## config.mk

```make
export PLATFORM = sky130hd
export DESIGN_NAME = cr3_controller
export DESIGN_NICKNAME = d
export VERILOG_FILES = /design/src/sv/cr3_pkg.sv /design/src/sv/cr3_controller.sv
export SDC_FILE = /design/constraint.sdc
export NUM_CORES = 1
export LEC_CHECK = 0
export BUFFER_PORTS_ARGS = -buffer_cell sky130_fd_sc_hd__buf_2
export CAP_MARGIN = 20
export CORE_UTILIZATION = 50
export DETAILED_ROUTE_END_ITERATION = 6
export PLACE_DENSITY = 0.76
export SETUP_SLACK_MARGIN = 0.1
export SLEW_MARGIN = 10
export SYNTH_ARGS = -nofsm -noshare
export SYNTH_HDL_FRONTEND = slang
export SYNTH_SLANG_ARGS = --single-unit
```

## constraint.sdc

```tcl
create_clock -name i_clk -period 1.3 [get_ports i_clk]
set_input_delay 0.065 -clock i_clk [delete_from_list [all_inputs] [get_ports i_clk]]
set_output_delay 0.065 -clock i_clk [all_outputs]
set_load 0.02 [all_outputs]
```

## src/sv/cr3_pkg.sv

```systemverilog
// Package with widths, codes and command types for the Cramer solver.
package cr3_pkg;
    localparam int VALUE_WIDTH_DEF = 32;
    localparam int FRAC_BITS_DEF   = 16;
    localparam int OUT_WIDTH       = 32;
    localparam int SLOT_WIDTH      = 4;
    localparam int STATUS_WIDTH    = 2;
    localparam int NUM_COEF        = 9;
    localparam int NUM_SLOTS       = 12;

    localparam logic [STATUS_WIDTH-1:0] ST_UNIQUE       = 2'd0;
    localparam logic [STATUS_WIDTH-1:0] ST_UNDETERMINED = 2'd1;
    localparam logic [STATUS_WIDTH-1:0] ST_INCONSISTENT = 2'd2;

    // Operations of the datapath.
    typedef enum logic [2:0] {
        OP_NONE,
        OP_WRITE,
        OP_MUL1,
        OP_MUL2,
        OP_ACC,
        OP_DIV_START,
        OP_DIV_STEP,
        OP_DIV_END
    } t_op;

    typedef struct packed {
        t_op        op;
        logic [1:0] det_idx;   // 0 base, 1..3 substituted
        logic [2:0] term_idx;  // 0..5
        logic [1:0] quo_idx;   // 0..2
    } t_cmd;

    typedef struct packed {
        logic div_done;
        logic base_zero;
    } t_stat;
endpackage

```

## src/sv/cr3_controller.sv

```systemverilog
// Sequencer of the Cramer solver: determinant terms, divisions and handshakes.
module cr3_controller import cr3_pkg::*; (
    input  logic  i_clk,
    input  logic  i_rst_n,
    input  logic  i_in_valid,
    output logic  o_in_ready,
    output logic  o_out_valid,
    input  logic  i_out_ready,
    input  t_stat i_stat,
    output t_cmd  o_cmd
);
    typedef enum logic [2:0] {
        S_IDLE, S_MUL1, S_MUL2A, S_MUL2B, S_ACC, S_DSTART, S_DSTEP, S_DEND
    } t_state;

    t_state     r_state;
    logic [1:0] r_det;
    logic [2:0] r_term;
    logic [1:0] r_quo;
    logic       r_out_valid;

    assign o_in_ready  = (r_state == S_IDLE) && !r_out_valid;
    assign o_out_valid = r_out_valid;

    always_comb begin
        o_cmd.det_idx  = r_det;
        o_cmd.term_idx = r_term;
        o_cmd.quo_idx  = r_quo;
        unique case (r_state)
            S_IDLE:   o_cmd.op = (i_in_valid && o_in_ready) ? OP_WRITE : OP_NONE;
            S_MUL1:   o_cmd.op = OP_MUL1;
            S_MUL2A,
            S_MUL2B:  o_cmd.op = OP_MUL2;
            S_ACC:    o_cmd.op = OP_ACC;
            S_DSTART: o_cmd.op = OP_DIV_START;
            S_DSTEP:  o_cmd.op = i_stat.div_done ? OP_NONE : OP_DIV_STEP;
            default:  o_cmd.op = OP_DIV_END;
        endcase
    end

    always_ff @(posedge i_clk) begin
        if (!i_rst_n) begin
            r_state     <= S_IDLE;
            r_det       <= '0;
            r_term      <= '0;
            r_quo       <= '0;
            r_out_valid <= 1'b0;
        end else begin
            if (r_out_valid && i_out_ready) r_out_valid <= 1'b0;
            unique case (r_state)
                S_IDLE: begin
                    if (i_in_valid && o_in_ready) begin
                        r_det   <= '0;
                        r_term  <= '0;
                        r_quo   <= '0;
                        r_state <= S_MUL1;
                    end
                end
                S_MUL1:  r_state <= S_MUL2A;
                S_MUL2A: r_state <= S_MUL2B;
                S_MUL2B: r_state <= S_ACC;
                S_ACC: begin
                    if (r_term != 3'd5) begin
                        r_term  <= r_term + 3'd1;
                        r_state <= S_MUL1;
                    end else if (r_det != 2'd3) begin
                        r_term  <= '0;
                        r_det   <= r_det + 2'd1;
                        r_state <= S_MUL1;
                    end else begin
                        r_state <= S_DSTART;
                    end
                end
                S_DSTART: begin
                    if (i_stat.base_zero) begin
                        r_out_valid <= 1'b1;
                        r_state     <= S_IDLE;
                    end else begin
                        r_state <= S_DSTEP;
                    end
                end
                S_DSTEP: begin
                    if (i_stat.div_done) r_state <= S_DEND;
                end
                default: begin
                    if (r_quo != 2'd2) begin
                        r_quo   <= r_quo + 2'd1;
                        r_state <= S_DSTART;
                    end else begin
                        r_out_valid <= 1'b1;
                        r_state     <= S_IDLE;
                    end
                end
            endcase
        end
    end
endmodule

```

==> impl_metrics.toml, run 1 <==
[logic_synthesis]
synth_edf_count = 0
syn_inst = 86
synth.avg_cell_area_um2 = 8.39
ys.flop_type = "dfxtp_1"
netlist_area_um2 = 722
yosysWarnings = 0
ys_types = 34
synth-seq-cells = 11
yosysSeqAreaShare = 0.305
synth-async-reset-ratio = 0
synth.net_count = 94

[critical_path]
critPathKind = "reg -> out"
cp_top_family = "flip-flops"
arrival_ns = 1.22
critPathLaunchType = "register"
endpoint_kind = "output port"
cp_max_fo = 7
worstPathRequired_ns = 1.24
critPathSlowestCell = "dfxtp_4"
cp.buffers_inverters = 1
cpPeakStageDelay_ns = 0.42
worstPathCellList = "and2b_1 > a21oi_1 > buf_4"

[pwr]
clockPowerShare = 0.281
switchingPower_uw = 274
ir_worst_vdd_v = 0.000614
power.internal_uw = 600
power_uw = 874
comb_power_share = 0.311
swShare = 0.314
power_density_nw_per_um2 = 826
p_leak_nw = 0.428
seq_power_share = 0.408

[finish]
area_growth_pct = 46.6
fillers = 92
mostFrequentLayoutCell = "buf_2"
final_cell_mix = "buf_2 (13), buf_4 (11), inv_1 (7)"
drive_above_1_share = 0.500
nets = 123
antenna_cells = 0

[die]
rows = 13
start_util = 0.548
die_w_um = 40
die_y_um = 40
core_um2 = 1320
dieArea_um2 = 1600
io_pins = 18

[route]
routedWlPerCell_um = 15.3
vias_per_cell = 5.74
dr.first_iter.drc_count = 12
drtPass1Iterations = 4
routed_wl_um = 1970
num_vias = 741
final_antenna_net_count = 0
drc = 0

[timing]
setup_viol = 0
worstMarginPinSlew_ns = 0.303
fin_worst_skew_ns = 0.00151
final_max_slew_viol_count = 0
min_period_ns = 1.29
final-hold-violation-count = 0
fmax_mhz = 776
fin_tns_setup_ns = 0
period_share = 0.991
maxSlewHeadroom = 0.797
rsz0062_at_grt = "yes"

[grt]
gr-total-overflow = 0
globalRouteMet1Util = 0.293
grt_util_met2 = 0.379
grt_pass1_vias = 609
grtUsageMet3 = 0.0333
gr-max-usage-layer = "met2"
track_usage = 0.237
antenna_found_initial = 0
grt_max_degree = 13
grt_pass1_wl_um = 2500

[placement]
dp_hpwl_um = 1040
portBuffers = 17
place_congestion = 0.797

[cts]
htreeDepth = 1
cts_buffers = 3
cts.sinks = 11
clock_latency_ns = 0.28
clockBufferDepth = 2
cts_tree = "done"
root_buffer = "clkbuf_4"
ctsHoldBuffers = 0
clk_pin_slew_ns = 0.07

[run_status]
status = "finished clean"

[flow_run]
cap_violations = 0

[worst_hold_path]
hp-class = "in -> reg"
==> flip-flops by register name, indices dropped and copies added, names as in the netlist <==
signal / count
r_quo: 2
r_term: 3
r_state: 3
o_out_valid: 1
r_det: 2
==> power by group through the flow <==
stage / registers, mW / logic, mW / clock network [mW]
6_report: 0.357 / 0.272 / 0.246
2_1_floorplan: 0.361 / 0.126 / 0
4_1_cts: 0.362 / 0.219 / 0.246
5_1_grt: 0.358 / 0.287 / 0.251
3_3_place_gp: 0.370 / 0.161 / 0
3_5_place_dp: 0.370 / 0.163 / 0
==> cells in the mapped netlist, types with 2 or more instances <==
cell type,count,area (µm²)
dfxtp_1,11,220
inv_1,9,33.8
a21oi_1,6,30.0
nand2_1,5,18.8
o21ai_0,5,25.0
nor2b_1,4,25.0
o211ai_1,4,30.0
o21a_1,4,30.0
a211oi_1,3,22.5
and2_1,3,18.8
nor2_1,3,11.3
and4b_1,2,20.0
buf_2,2,10.0
ha_1,2,25.0
nand4_1,2,12.5
nand4b_1,2,17.5
o31ai_1,2,15.0
==> metrics by stage <==
stage | cell area, µm² | hold slack (ns) | util | cells | setup WS (ns)
floorplan | 753 | 0.205 | - | 86 | 0.0511
global placement | 852 | 0.384 | 0.647 | 115 | 0.0720
detailed placement | 852 | 0.391 | 0.647 | 115 | 0.0520
CTS | 980 | 0.0984 | 0.744 | 126 | -0.0266
global route | 1060 | 0.128 | 0.803 | 129 | -0.00831
finish | 1060 | 0.0958 | 0.803 | 129 | 0.0121
==> final timing paths <==
path | startpoint | to | slack, ns | cells after the start
hold / removal | i_out_ready | o_out_valid$_SDFF_PN0_ | 0.1 | 3
hold reg to reg | r_det[1]$_SDFFE_PN0P_ | r_det[1]$_SDFFE_PN0P_ | 0.51 | 2
setup / recovery | r_state[0]$_SDFFE_PN0P_ | o_cmd[9] | 0.01 | 3
setup reg to reg | r_state[1]$_SDFFE_PN0P_ | r_det[1]$_SDFFE_PN0P_ | 0.05 | 5
==> layout make-up <==
type | instances | area, µm² | share of cell area
Multi-Input combinational cell | 61 | 520 | 0.492
Clock buffer | 4 | 26.3 | 0.0248
Sequential cell | 11 | 240 | 0.227
Tap cell | 15 | 18.8 | 0.0177
Inverter | 9 | 36.3 | 0.0343
Timing Repair Buffer | 29 | 216 | 0.204
==> kinds of logic (layout without fill, tap and decap cells) <==
kind of cell / Yosys count / count (layout) / share of synthesized area
AND/OR/NAND/NOR: 29 / 29 / 0.293
multiplexers: 1 / 1 / 0.0139
buffers and inverters: 14 / 42 / 0.0918
AO/OA/AOI/OAI: 29 / 29 / 0.262
flip-flops: 11 / 11 / 0.305
adder cells (fa/ha/maj): 2 / 2 / 0.0347
==> routing by layer <==
layer | wire, µm | part of all wire
met2 | 1050 | 0.53
met4 | 39 | 0.020
met3 | 51 | 0.026
met1 | 829 | 0.42
met5 | 0 | 0
==> worst reg2reg max path, delay by kind of cell, from the launching register on <==
family,cells,cell delay (ns)
flip-flops,1,0.33
AND/OR/NAND/NOR,2,0.49
AO/OA/AOI/OAI,1,0.05
buffers and inverters,2,0.25
==> timing repair <==
item / 4_1_cts / 5_1_grt
setup buffers: 7 / 3
pin swaps: 8 / 11
setup endpoints to repair: 8 / 12
gates resized for setup: 16 / 18
(Power assumes the default switching activity.)
==> run 2, diff against run 1 <==
Settings changed: ABC_AREA set to 1.
==> impl_metrics.toml, run 2 <==
[logic_synthesis]
synth_largest_area_cell = "dfxtp_1"
synth-seq-cells = 11
synth_edf_count = 0
synth_common_cells = "inv_1 (20), nand2_1 (15), nor2_1 (13)"
synth.net_count = 110
muxShareOfSynthArea = 0
ys.flop_type = "dfxtp_1"
syn_inst = 102
synthXorXnorAreaFrac = 0.0127
ys_types = 22
synth_compound_area_frac = 0.125
synthTopCellsByArea = "dfxtp_1 (32%), inv_1 (11%), nand2_1 (8.1%)"
netlist.area_leader.share = 0.318
synthSimpleGateAreaFrac = 0.363
synth-async-reset-ratio = 0
yosysSeqAreaShare = 0.318
yosysMostFrequentCell = "inv_1"
synthAdderAreaFrac = 0.0362
synth.avg_cell_area_um2 = 6.78
synth_top_family_by_area = "simple AND/OR/NAND/NOR gates"
yosysWarnings = 0
netlist_area_um2 = 692

[timing]
fmax_mhz = 795
rsz0062_at_grt = "yes"
final_max_slew_viol_count = 0
min_period_ns = 1.26
worstMarginPinSlew_ns = 0.293
final-hold-violation-count = 0
maxSlewHeadroom = 0.804
timing.hold.ws_ns = 0.0456
fin_worst_skew_ns = 0.00155
setup_viol = 0
period_share = 0.967

[flow_run]
cap_violations = 0

[placement]
place_congestion = 0.724
portBuffers = 17
dp_hpwl_um = 1140

[die]
io_pins = 18
die_w_um = 39.2
start_util = 0.532
core_um2 = 1300
dieArea_um2 = 1540
die_y_um = 39.2
rows = 13

[pwr]
power_uw = 919
power_density_nw_per_um2 = 930
p_leak_nw = 0.473
ir_worst_vdd_v = 0.000575

[route]
routed_wl_um = 1770
routedWlPerCell_um = 12.2
final_antenna_net_count = 0
drc = 0
num_vias = 721
vias_per_cell = 4.97
drtPass1Iterations = 4
dr.first_iter.drc_count = 31

[critical_path]
worstPathCellList = "nor2_4 > nand2_1 > nor2_1 > buf_4"
cpPeakStageDelay_ns = 0.37
worstPathRequired_ns = 1.24
critPathLaunchType = "register"
endpoint_kind = "output port"
cp_max_fo = 6
critPathSlowestCell = "dfxtp_4"
arrival_ns = 1.19
critPathKind = "reg -> out"

[finish]
final_cell_mix = "inv_1 (17), buf_2 (14), nand2_1 (13)"
antenna_cells = 0
area_growth_pct = 42.9
reg_top3 = "r_state (3), r_term (3)"
mostFrequentLayoutCell = "inv_1"
drive_above_1_share = 0.438
nets = 139

[run_status]
status = "finished clean"

[cts]
htreeDepth = 1
ctsHoldBuffers = 0
clockBufferDepth = 2
root_buffer = "clkbuf_4"
clk_pin_slew_ns = 0.07
cts_tree = "done"
cts_buffers = 3
clock_latency_ns = 0.26
cts.sinks = 11

[grt]
grt_pass1_vias = 597
track_usage = 0.237
antenna_found_initial = 0
gr-total-overflow = 0
grt_pass1_wl_um = 2440
grt_max_degree = 9

[worst_hold_path]
hp-class = "in -> reg"
==> run 2: cell count changes after synthesis, sizes merged, moves of 4 or more <==
cell,previous run,this run
inv,9,21
nand2,5,19
nand3,1,9
nor2,3,15
nor2b,4,0
o21a,4,0
==> run 2: report_power, final <==
group          internal, mW  switching, mW  total [mW]
Combinational         0.136          0.174       0.310
Clock                 0.119          0.112       0.231
Sequential            0.356         0.0234       0.379
Total                 0.610          0.310       0.919
==> run 2: cell families (layout without fill, tap and decap cells) <==
group	Yosys count	in the layout
AOI/OAI and AO/OA	15	15
xor gates and xnor gates	1	1
adders and majority gates	2	2
buffers and inverters	23	51
DFF	11	11
and+or+nand+nor	50	50
==> run 2: path summary, 6_finish.rpt <==
kind	start	end	slack (ns)	cells after the start
max	r_state[0]$_SDFFE_PN0P_	o_in_ready	0.04	4
min reg2reg	r_quo[1]$_SDFFE_PN0P_	r_quo[1]$_SDFFE_PN0P_	0.48	2
max reg2reg	r_state[0]$_SDFFE_PN0P_	r_det[1]$_SDFFE_PN0P_	0.07	9
min	i_rst_n	r_state[2]$_SDFFE_PN0P_	0.05	3
==> run 2: cell type report <==
| type | instances | area, µm² |
|---|---|---|
| Multi-Input combinational cell | 68 | 448 |
| Fill cell | 106 | 313 |
| Sequential cell | 11 | 233 |
| Timing Repair Buffer | 26 | 171 |
| Inverter | 21 | 91.3 |
| Clock buffer | 4 | 26.3 |
| Tap cell | 15 | 18.8 |
==> run 2: what timing repair did <==
item                                    4_1_cts  5_1_grt
endpoints found under the setup margin        7       14
gates resized for setup                      12       22
buffers inserted                              4        3
pin swaps                                     1        9
==> run 2: routing by layer <==
metal | share of wire | wire length, µm | up-vias | global-route usage
met2 | 0.52 | 921 | 21 | 0.417
met4 | 0.0079 | 14 | 0 | 0.103
met3 | 0.033 | 59 | 2 | 0.0347
li1 | - | - | 384 | -
met1 | 0.44 | 772 | 314 | 0.279
met5 | 0 | 0 | - | 0
==> run 2: critical path, delay by kind of cell (launching register included) <==
| kind | cells | cell delay [ns] |
|---|---|---|
| and+or+nand+nor | 3 | 0.41 |
| DFF | 1 | 0.37 |
| buffers and inverters | 1 | 0.15 |
==> run 2: through the flow <==
step	instance area, µm²	setup WS, ns	TNS, ns	instances	util
after floorplan	696	0.0908	0	102	-
after detailed placement	796	0.0628	0	134	0.612
after CTS	883	0.0775	0	142	0.679
final	988	0.0424	0	145	0.760
after global routing	988	-0.00950	-0.00950	145	0.760
after global placement	796	0.0901	0	134	0.612
